[config.mk]
export PLATFORM = sky130hd
export DESIGN_NAME = pulse_period_frequency_meter_unit
export DESIGN_NICKNAME = d
export VERILOG_FILES = /design/src/rtl/ppfm_pkg.sv /design/src/rtl/ppfm_div.sv /design/src/rtl/pulse_period_frequency_meter_unit.sv
export SDC_FILE = /design/constraint.sdc
export NUM_CORES = 1
export LEC_CHECK = 0
export ABC_AREA = 1
export BUFFER_PORTS_ARGS = -buffer_cell sky130_fd_sc_hd__buf_2
export CORE_MARGIN = 2
export CORE_UTILIZATION = 40
export CTS_BUF_LIST = sky130_fd_sc_hd__clkbuf_8
export CTS_CLUSTER_SIZE = 28
export DETAILED_ROUTE_END_ITERATION = 8
export HOLD_SLACK_MARGIN = 0.08
export PLACE_DENSITY = 0.67
export RECOVER_POWER = 50
export SLEW_MARGIN = 20
export SYNTH_ARGS = -nofsm -noshare
export SYNTH_HDL_FRONTEND = slang
export SYNTH_HIERARCHICAL = 1
export SYNTH_SLANG_ARGS = --single-unit
[constraint.sdc]
create_clock -name i_clk -period 4.43 [get_ports i_clk]
set_input_delay 0.2215 -clock i_clk [delete_from_list [all_inputs] [get_ports i_clk]]
set_output_delay 0.2215 -clock i_clk [all_outputs]
set_load 0.05 [all_outputs]
[src/rtl/ppfm_pkg.sv]
`timescale 1ns / 1ps
// ----------------------------------------------------------------------------
// ppfm_pkg - shared types and constants for the pulse period frequency meter
// Field widths, edge stage codes, event kinds, sequencer states and the
// control/status bundles between the sequencer and the serial divider.
// ----------------------------------------------------------------------------
package ppfm_pkg;

    localparam int TICK_W  = 23;
    localparam int COUNT_W = 16;
    localparam int RATE_W  = 31;
    localparam int STAGE_W = 2;
    localparam int FRAC_W  = 8;

    // output item packing: rate_q8, edge_stage_out, zero fill to whole bytes
    localparam int OUT_BITS   = RATE_W + STAGE_W;
    localparam int OUT_DATA_W = ((OUT_BITS + 7) / 8) * 8;

    localparam logic [TICK_W-1:0] TICK_RATE_RESET = 23'd2000000;

    localparam logic [STAGE_W-1:0] STAGE_NONE   = 2'd0;
    localparam logic [STAGE_W-1:0] STAGE_FIRST  = 2'd1;
    localparam logic [STAGE_W-1:0] STAGE_SECOND = 2'd2;

    localparam logic FUNC_CAPTURE  = 1'b0;
    localparam logic FUNC_OVERFLOW = 1'b1;

    typedef enum logic [1:0] {
        ST_IDLE,
        ST_DIV,
        ST_OUT
    } t_state;

    typedef struct packed {
        logic start;
    } t_div_ctrl;

    typedef struct packed {
        logic busy;
        logic done;
    } t_div_stat;

endpackage

[src/rtl/ppfm_div.sv]
`timescale 1ns / 1ps
// ----------------------------------------------------------------------------
// ppfm_div - serial restoring divider
// One quotient bit per cycle: (tick_rate << 8) / period.
// ----------------------------------------------------------------------------
module ppfm_div (
    input  logic                             i_clk,
    input  logic                             i_rst_n,
    input  ppfm_pkg::t_div_ctrl              i_ctrl,
    input  logic [ppfm_pkg::RATE_W-1:0]      i_dividend,
    input  logic [ppfm_pkg::COUNT_W-1:0]     i_divisor,
    output ppfm_pkg::t_div_stat              o_stat,
    output logic [ppfm_pkg::RATE_W-1:0]      o_quotient
);

    localparam int STEPS  = ppfm_pkg::RATE_W;
    localparam int CNT_W  = $clog2(STEPS + 1);

    logic [CNT_W-1:0]              r_cnt,  n_cnt;
    logic [ppfm_pkg::COUNT_W-1:0]  r_rem,  n_rem;
    logic [ppfm_pkg::RATE_W-1:0]   r_quo,  n_quo;
    logic [ppfm_pkg::COUNT_W-1:0]  r_div;
    logic [ppfm_pkg::COUNT_W:0]    w_trial;
    logic [ppfm_pkg::COUNT_W:0]    w_diff;
    logic                          w_fits;

    // shift the next dividend bit into the partial remainder and try to subtract
    assign w_trial = {r_rem, r_quo[ppfm_pkg::RATE_W-1]};
    assign w_diff  = w_trial - {1'b0, r_div};
    assign w_fits  = (w_trial >= {1'b0, r_div});

    always_comb begin
        n_cnt = r_cnt;
        n_rem = r_rem;
        n_quo = r_quo;
        if (i_ctrl.start) begin
            n_cnt = CNT_W'(STEPS);
            n_rem = '0;
            n_quo = i_dividend;
        end else if (r_cnt != '0) begin
            n_cnt = r_cnt - 1'b1;
            n_rem = w_fits ? w_diff[ppfm_pkg::COUNT_W-1:0] : w_trial[ppfm_pkg::COUNT_W-1:0];
            n_quo = {r_quo[ppfm_pkg::RATE_W-2:0], w_fits};
        end
    end

    always_ff @(posedge i_clk) begin
        if (!i_rst_n) begin
            r_cnt <= '0;
        end else begin
            r_cnt <= n_cnt;
        end
    end

    always_ff @(posedge i_clk) begin
        r_rem <= n_rem;
        r_quo <= n_quo;
        if (i_ctrl.start) begin
            r_div <= i_divisor;
        end
    end

    assign o_stat.busy = (r_cnt != '0);
    assign o_stat.done = (r_cnt == CNT_W'(1));
    assign o_quotient  = n_quo;

endmodule

[src/rtl/pulse_period_frequency_meter_unit.sv]
`timescale 1ns / 1ps
// ----------------------------------------------------------------------------
// pulse_period_frequency_meter_unit - reciprocal pulse frequency meter
// Tracks the latest capture period and an edge stage, and on a timer overflow after a
// second-stage edge works out rate = tick_rate * 256 / period with a serial divider.
// ----------------------------------------------------------------------------
// Usage:
//   Input items arrive on s_axis: tuser is the event kind (capture or timer
//   overflow), tdata the captured count. Each item gives exactly one result
//   item on m_axis: rate in hertz with 8 fraction bits, and the edge stage.
//   The tick rate is written through i_cfg_we / i_cfg_wdata while idle.
//   Sequence: a capture, or an overflow that needs no divide, goes from
//   acceptance through the output state to the output register, which raises
//   m_axis_tvalid; an overflow that recomputes the rate first passes the
//   divide state, where the divider produces one quotient bit per cycle. The
//   block takes one item at a time: the next item is accepted only once the
//   previous result has been loaded into the output register.
//   Reset clears the edge stage, window flag, period and rate, sets the tick
//   rate to 2000000 and empties the output register.
//   While the receiver stalls, the result waits in the output register; a
//   further item may be accepted, and its result waits inside the block
//   until the register is free.
// ----------------------------------------------------------------------------
module pulse_period_frequency_meter_unit (
    input  logic                                  i_clk,
    input  logic                                  i_rst_n,
    input  logic                                  i_cfg_we,
    input  logic [ppfm_pkg::TICK_W-1:0]           i_cfg_wdata,   // tick_rate
    input  logic                                  s_axis_tvalid,
    output logic                                  s_axis_tready,
    input  logic [ppfm_pkg::COUNT_W-1:0]          s_axis_tdata,  // [15:0] capture_count
    input  logic                                  s_axis_tuser,  // [0] func
    output logic                                  m_axis_tvalid,
    input  logic                                  m_axis_tready,
    output logic [ppfm_pkg::OUT_DATA_W-1:0]       m_axis_tdata   // [30:0] rate_q8,
                                                                 // [32:31] edge_stage_out,
                                                                 // [39:33] zero
);

    ppfm_pkg::t_state              r_state, n_state;
    logic [ppfm_pkg::TICK_W-1:0]   r_tick;
    logic [ppfm_pkg::STAGE_W-1:0]  r_stage;
    logic                          r_win;
    logic [ppfm_pkg::COUNT_W-1:0]  r_period;
    logic [ppfm_pkg::RATE_W-1:0]   r_rate;
    logic                          r_m_valid;
    logic [ppfm_pkg::RATE_W-1:0]   r_m_rate;
    logic [ppfm_pkg::STAGE_W-1:0]  r_m_stage;

    logic                          w_in_acc;
    logic                          w_is_ovf;
    logic                          w_need_div;
    logic                          w_out_load;
    ppfm_pkg::t_div_ctrl           w_div_ctrl;
    ppfm_pkg::t_div_stat           w_div_stat;
    logic [ppfm_pkg::RATE_W-1:0]   w_quotient;
    logic [ppfm_pkg::RATE_W-1:0]   w_dividend;

    assign w_in_acc   = s_axis_tvalid && s_axis_tready;
    assign w_is_ovf   = (s_axis_tuser == ppfm_pkg::FUNC_OVERFLOW);
    assign w_need_div = w_is_ovf && r_win && (r_stage == ppfm_pkg::STAGE_SECOND)
                        && (r_period != '0);
    assign w_dividend = {r_tick, {ppfm_pkg::FRAC_W{1'b0}}};

    ppfm_div u_div (
        .i_clk      (i_clk),
        .i_rst_n    (i_rst_n),
        .i_ctrl     (w_div_ctrl),
        .i_dividend (w_dividend),
        .i_divisor  (r_period),
        .o_stat     (w_div_stat),
        .o_quotient (w_quotient)
    );

    // next state
    always_comb begin
        n_state = r_state;
        case (r_state)
            ppfm_pkg::ST_IDLE: begin
                if (w_in_acc) begin
                    n_state = w_need_div ? ppfm_pkg::ST_DIV : ppfm_pkg::ST_OUT;
                end
            end
            ppfm_pkg::ST_DIV: begin
                if (w_div_stat.done) begin
                    n_state = ppfm_pkg::ST_OUT;
                end
            end
            ppfm_pkg::ST_OUT: begin
                if (w_out_load) begin
                    n_state = ppfm_pkg::ST_IDLE;
                end
            end
            default: begin
                n_state = ppfm_pkg::ST_IDLE;
            end
        endcase
    end

    // sequencer outputs
    always_comb begin
        s_axis_tready    = 1'b0;
        w_div_ctrl.start = 1'b0;
        w_out_load       = 1'b0;
        case (r_state)
            ppfm_pkg::ST_IDLE: begin
                s_axis_tready    = 1'b1;
                w_div_ctrl.start = s_axis_tvalid && w_need_div;
            end
            ppfm_pkg::ST_OUT: begin
                w_out_load = !r_m_valid || m_axis_tready;
            end
            default: begin
                s_axis_tready = 1'b0;
            end
        endcase
    end

    always_ff @(posedge i_clk) begin
        if (!i_rst_n) begin
            r_state   <= ppfm_pkg::ST_IDLE;
            r_tick    <= ppfm_pkg::TICK_RATE_RESET;
            r_stage   <= ppfm_pkg::STAGE_NONE;
            r_win     <= 1'b0;
            r_period  <= '0;
            r_rate    <= '0;
            r_m_valid <= 1'b0;
        end else begin
            r_state <= n_state;
            if (i_cfg_we) begin
                r_tick <= i_cfg_wdata;
            end
            if (w_in_acc) begin
                if (!w_is_ovf) begin
                    if (s_axis_tdata != '0) begin
                        r_period <= s_axis_tdata;
                        r_win    <= 1'b1;
                        r_stage  <= (r_stage == ppfm_pkg::STAGE_NONE) ?
                                    ppfm_pkg::STAGE_FIRST : ppfm_pkg::STAGE_SECOND;
                    end
                end else begin
                    if (!r_win) begin
                        r_rate  <= '0;
                        r_stage <= ppfm_pkg::STAGE_NONE;
                    end else if ((r_stage == ppfm_pkg::STAGE_SECOND) && (r_period == '0)) begin
                        r_rate <= '0;
                    end
                    r_win <= 1'b0;
                end
            end
            if (w_div_stat.done) begin
                r_rate <= w_quotient;
            end
            if (w_out_load) begin
                r_m_valid <= 1'b1;
            end else if (m_axis_tready) begin
                r_m_valid <= 1'b0;
            end
        end
    end

    always_ff @(posedge i_clk) begin
        if (w_out_load) begin
            r_m_rate  <= r_rate;
            r_m_stage <= r_stage;
        end
    end

    assign m_axis_tvalid = r_m_valid;
    assign m_axis_tdata  = {{(ppfm_pkg::OUT_DATA_W - ppfm_pkg::OUT_BITS){1'b0}},
                            r_m_stage, r_m_rate};

    // no new item while the divider is still iterating
    a_no_accept_busy: assert property (@(posedge i_clk) disable iff (!i_rst_n)
        !(s_axis_tready && w_div_stat.busy))
        else $error("item accepted while divider busy");

    a_done_in_div: assert property (@(posedge i_clk) disable iff (!i_rst_n)
        w_div_stat.done |-> (r_state == ppfm_pkg::ST_DIV))
        else $error("divider finished outside divide state");

    a_stage_legal: assert property (@(posedge i_clk) disable iff (!i_rst_n)
        (r_stage == ppfm_pkg::STAGE_NONE) || (r_stage == ppfm_pkg::STAGE_FIRST)
        || (r_stage == ppfm_pkg::STAGE_SECOND))
        else $error("edge stage out of range");

    // overflow with no edge in the window zeroes the rate and the stage
    a_timeout_clears: assert property (@(posedge i_clk) disable iff (!i_rst_n)
        (w_in_acc && w_is_ovf && !r_win) |=>
        ((r_rate == '0) && (r_stage == ppfm_pkg::STAGE_NONE)))
        else $error("timeout did not clear rate");

endmodule

# After elaboration in Yosys (flattened, before gate mapping)
# Index checks and enable logic that the tools add are counted.
# classes
shift	0
addsub	2
div_mod_pow	0
magnitude_cmp	1
n_mul	0
eq_ne	9
n_reduce_logical	24
n_mux	26
bitwise_logic	1
# op_table
operator	n
two-way mux 31 bit	7
nonzero test 16 bit	2
>= comparator 17 x 16 -> 1 bit	1
logical NOT 16 bit	1
two-way mux 16 bit	1
two-way mux 2 bit	8
subtractor 16 bit	1
AND reduction 3 bit	4
two-way mux 5 bit	2
nonzero test 2 bit	5
two-way mux 1 bit	7
logical AND 1 bit	6
inequality test 2 bit (second input constant)	3
case mux 2 bit (3 select lines)	1
== test 5 x 1 -> 1 bit (second input constant)	1
nonzero test 5 bit	1
subtractor 5 x 1 -> 5 bit (second input constant)	1
== test 2 bit (second input constant)	2
logical NOT 2 bit	2
inequality test 3 x 1 -> 1 bit (second input constant)	1
== test 2 x 1 -> 1 bit (second input constant)	1
inequality test 2 x 1 -> 1 bit (second input constant)	1
AND reduction 2 bit	1
logical NOT 1 bit	1
2 further kinds	2
# totals
latch_bits	0
regBits	177
output_inout_bits	42
romBits	0
mem_count	0
mem_bits_rw	0
elab_cells	76
input_bits	45

# Logic depth before layout (Yosys ltp)
# depth
ltp_word	7
depth_mapped	15
mapped_depth_nobuf	14

# Modules after synthesis
# Netlist, hierarchy kept.
# by_module_without_submodules
mod	cells_per_inst	area_per_inst_um2	n_inst	seq_area_each_um2
ppfm_div	560	3903.7	1	1521.5
pulse_period_frequency_meter_unit	426	3897.5	1	2512.4

# Least setup slack after synthesis
# Ideal clock, no wire load.
# synth_timing
kind	reg-to-reg
start	register r_m_valid, in the netlist m_axis_tvalid
end	register r_m_rate[0] (netlist name) (enable)
synth_period_minus_slack_ns	3.357
stages_incl_launch_ff	4
setup_time_ns	0.464
t_required_ns	3.966
slack_ns	1.073
arrival_time_ns	2.892
path_buffers	0
cell_sequence	dfxtp_1 inv_1 nor2_1 nor3_1
# synth_between
elab_chain_cells	3
# synth_rtl
item	line	text
from (decl)	pulse_period_frequency_meter_unit.sv:46	logic r_m_valid;
from (signal assigned)	pulse_period_frequency_meter_unit.sv:127	r_m_valid <= 1'b0;
from (signal assigned)	pulse_period_frequency_meter_unit.sv:155	r_m_valid <= 1'b1;
from (signal assigned)	pulse_period_frequency_meter_unit.sv:157	r_m_valid <= 1'b0;
logical NOT 1 bit	pulse_period_frequency_meter_unit.sv:111	w_out_load = !r_m_valid || m_axis_tready;
logical OR 1 bit	pulse_period_frequency_meter_unit.sv:111	
two-way mux 1 bit	pulse_period_frequency_meter_unit.sv:105	case (r_state)
via w_out_load	pulse_period_frequency_meter_unit.sv:53	logic w_out_load;
to (signal assigned)	pulse_period_frequency_meter_unit.sv:164	r_m_rate <= r_rate;
to (decl)	pulse_period_frequency_meter_unit.sv:47	logic [ppfm_pkg::RATE_W-1:0] r_m_rate;
# The timed path passes the listed nets, and every way through them passes these cells.
# A chain may end at the register's enable or synchronous reset.

# Final worst setup path
# layout_timing
start	register r_state[1]
end	register r_m_rate[10] (netlist name) (enable)
# layout_between
elab_chain_cells	2
# layout_rtl
item	line	text
from (decl)	pulse_period_frequency_meter_unit.sv:40	ppfm_pkg::t_state r_state, n_state;
from (signal assigned)	pulse_period_frequency_meter_unit.sv:121	r_state <= ppfm_pkg::ST_IDLE;
from (signal assigned)	pulse_period_frequency_meter_unit.sv:129	r_state <= n_state;
== test 2 bit	pulse_period_frequency_meter_unit.sv:105	
two-way mux 1 bit	pulse_period_frequency_meter_unit.sv:105	
via w_out_load	pulse_period_frequency_meter_unit.sv:53	
# The timed path passes the listed nets, and every way through them passes these cells.

==> impl_metrics.yaml <==
status:
  outcome: "finished with violations"
  violations: "max-capacitance violations, max-slew violations"
yosys:
  synth.distinct_cells: 38
  netlist_area_sq_um: 7801
  async_reset_ff_frac: 0
  synth_top_area_share: 0.3285
  ys.flop_type: "dfxtp_1"
  synth_area_per_cell_sq_um: 7.912
  syn_inst: 986
  ys_seq_area_frac: 0.5171
  yosys_warnings: 6
  synth_seq_cells: 177
  yosysTopAreaCell: "dfxtp_1"
  synth-edff-count: 49
  synth.area.top_cells: "dfxtp_1 (33%), edfxtp_1 (19%), nand2_1 (14%)"
critical_path:
  r2r_slack_ns: 1.48
  worstSetupStartpointType: "flop"
  cp.required_ns: 4.55
  timing.rr.start: "r_state[1]"
  endpoint_kind: "flop"
  reg2reg_to: "r_m_rate[10]"
  critical_path_class: "flop to flop"
  critPathMaxFanout: 21
  r2r_cells: 3
  arrival_ns: 3.07
cells_and_area:
  design_area_sq_um: 9119
  antennaDiodeCount: 0
  utilization: 0.4732
  fin_nets: 1157
  drive_gt1_frac: 0.1004
  syn2layout_area_growth_pct: 16.89
timing:
  tns_ns: 0
  slew_viol_final: 14
  hold_violations: 0
  fin_crit_sh: 0.6655
  slew_headroom: -0.3739
  skew_ns: 0.01794
  period_minus_slack_ns: 2.948
  setup_viol: 0
  timing.fmax_mhz: 339.2
  tightest_slew_ns: 2.045
  rsz0062_at_grt: "false"
drt:
  routed-via-count: 6551
  detail_route.wirelength_mm: 17.90
  avgViaCountPerCell: 4.778
  wl_per_cell_um: 13.05
  first_pass_iters: 8
  drtAntennaViolNets: 0
  drc: 0
  drt-initial-drc-count: 451
floorplan:
  die_area_sq_um: 20640
  die-height_um: 143.7
  coreArea_sq_um: 19270
  start_util: 0.4048
  io_pins: 87
  fp.dieW_um: 143.7
  placementRows: 51
global_route:
  grt-ovfl-total: 0
  grt_start_max_net_pins: 62
  track_usage: 0.1787
  grt_pass1_wl_mm: 29.48
  grt_pass1_vias: 5977
  antenna_found_initial: 0
hold_path:
  hp-start: "s_axis_tuser"
  hp-class: "input pin to flop"
  min_to: "r_win"
  whs_path_depth: 4
pwr:
  p_sw_frac: 0.4051
  p_leak_nw: 3.920
  p_sw_w: 0.002114
  pwr-share-seq: 0.407
  ir_drop_mv: 0.2941
  power.density_nw_per_um2: 572.2
  p_int_w: 0.003104
  power_frac_comb: 0.387
  power.share.clock: 0.205
clock_network:
  path_clk_slew_ns: 0.09
  clk_latency_ns: 0.45
  holdBufCountCts: 39
  cts_resized: 0
  cts_tree: "yes"
  cts_root_buffer: "clkbuf_8"
  cts_setup_buffers: 0
  clk_path_buf_depth: 2
  cts_buffers: 17
  htree_levels: 4
  clock-sinks: 177
placement:
  dpl_cell_area_sq_um: 8402
  gp_congestion: 0.8876
  dpl.hpwl_mm: 11.73
  portBuffers: 79
job:
  max_cap_viol_count: 1
## stage by stage
| stage | setup WS, ns | total power [W] | cells | hold slack (ns) |
|---|---|---|---|---|
| after detailed placement | 1.957 | 0.004143 | 1300 | 0.4151 |
| final | 1.482 | 0.005218 | 1371 | 0.1160 |
| after global routing | 1.221 | 0.005624 | 1371 | 0.1257 |
| after floorplan | 1.073 | 0.003733 | 1000 | 0.3436 |
| after global placement | 2.041 | 0.004110 | 1300 | 0.4138 |
| after CTS | 1.921 | 0.005246 | 1371 | 0.09440 |
## layer usage
metal | share of wire | global-route usage | vias up
met1 | 0.48 | 0.2483 | 2972
met5 | 0 | 0 | -
met4 | 0.018 | 0.06450 | 0
li1 | - | - | 3397
met3 | 0.044 | 0.02866 | 20
met2 | 0.46 | 0.2822 | 162
## area by class of cell
| type | instances | area (sq um) |
|---|---|---|
| clock buffer | 18 | 247.7 |
| clock inverter | 14 | 133.9 |
| fill | 1964 | 10150 |
| inverter | 85 | 319.1 |
| multi-input combinational | 687 | 3259 |
| sequential | 177 | 4034 |
| tap | 265 | 331.6 |
| timing repair buffer | 125 | 793.3 |
## worst max path at each step
| stage | endpoint | depth (start not counted) | from |
|---|---|---|---|
| 3_5_place_dp | r_rate[22] | 13 | r_period[8] |
| 6_report | r_m_rate[10] | 3 | r_state[1] |
| 2_1_floorplan | r_m_rate[0] | 3 | m_axis_tvalid |
| 5_1_grt | r_m_rate[22] | 3 | r_state[1] |
| 3_3_place_gp | r_rate[22] | 13 | r_period[8] |
| 4_1_cts | r_rate[22] | 13 | r_period[8] |
## synth_stat cells (3+ instances only)
library cell    n
a21oi_1        63
a31oi_1        31
buf_2          14
buf_4           8
clkbuf_1       28
dfxtp_1       128
edfxtp_1       49
ha_1           18
inv_1          80
inv_2           5
nand2_1       288
nand2_2         7
nand3_1        67
nand3_2         3
nand3b_1        4
nand4_1        14
nor2_1        117
nor2_2          5
nor3_1          3
o21a_1          3
o21ai_0        26
xor2_1          3
## power groups by stage
stage | clock network, W | registers (W) | logic (W)
6_report | 0.00107 | 0.00212 | 0.00202
5_1_grt | 0.00117 | 0.00216 | 0.00230
4_1_cts | 0.00110 | 0.00212 | 0.00202
3_5_place_dp | 0 | 0.00215 | 0.00199
3_3_place_gp | 0 | 0.00216 | 0.00195
2_1_floorplan | 0 | 0.00217 | 0.00156
## cell families (layout without fill, tap and decap cells)
group	Yosys count	after routing	synth area share
AND/OR/NAND/NOR	521	521	0.2839
XOR/XNOR	5	5	0.005614
adder cells (fa/ha/maj)	19	19	0.03144
buffers and inverters	136	242	0.07249
other	1	15	0.0004807
AO/OA/AOI/OAI	127	127	0.08901
flip-flops	177	177	0.5171
## sequential cells by signal, summed over array words and instances, names as in the netlist
name and flops:
r_m_stage 2, m_axis_tvalid 1, u_div/r_div 16, r_m_rate 31
r_rate 31, r_tick 23, r_win 1, u_div/r_cnt 5
u_div/r_quo 31, r_state 2, r_stage 2, u_div/r_rem 16
r_period 16
## placed cells by master (no fill, tap or decap), types with 2 or more instances in the layout
master | netlist | routed
a31oi_1 | 31 | 31
a21oi_1 | 63 | 63
nor3_4 | 2 | 2
nand3b_1 | 4 | 4
nor3_1 | 3 | 3
nand2_4 | 2 | 2
dfxtp_1 | 128 | 128
conb_1 | 1 | 15
xor2_1 | 3 | 3
o21ai_0 | 26 | 26
o21a_1 | 3 | 3
ha_1 | 18 | 18
nor2_4 | 2 | 2
a21oi_2 | 2 | 2
nand4_1 | 14 | 14
nand3_1 | 67 | 67
xnor2_1 | 2 | 2
nor2_1 | 117 | 115
clkbuf_8 | 0 | 18
nand2_1 | 288 | 288
inv_2 | 5 | 5
or2_0 | 2 | 2
buf_2 | 14 | 43
nand3_2 | 3 | 3
inv_6 | 0 | 4
clkbuf_1 | 28 | 36
buf_4 | 8 | 7
inv_8 | 0 | 2
nor2_2 | 5 | 7
dlygate4sd3_1 | 0 | 39
nand2_2 | 7 | 7
edfxtp_1 | 49 | 49
inv_1 | 80 | 82
clkinv_2 | 0 | 3
## critical path: stages, from the launching register on
cell and delay (ns):
dfxtp_1 0.43, inv_1 0.08, nor3_1 1.56, buf_4 0.55
No activity file was read; power rests on OpenSTA's default activity.
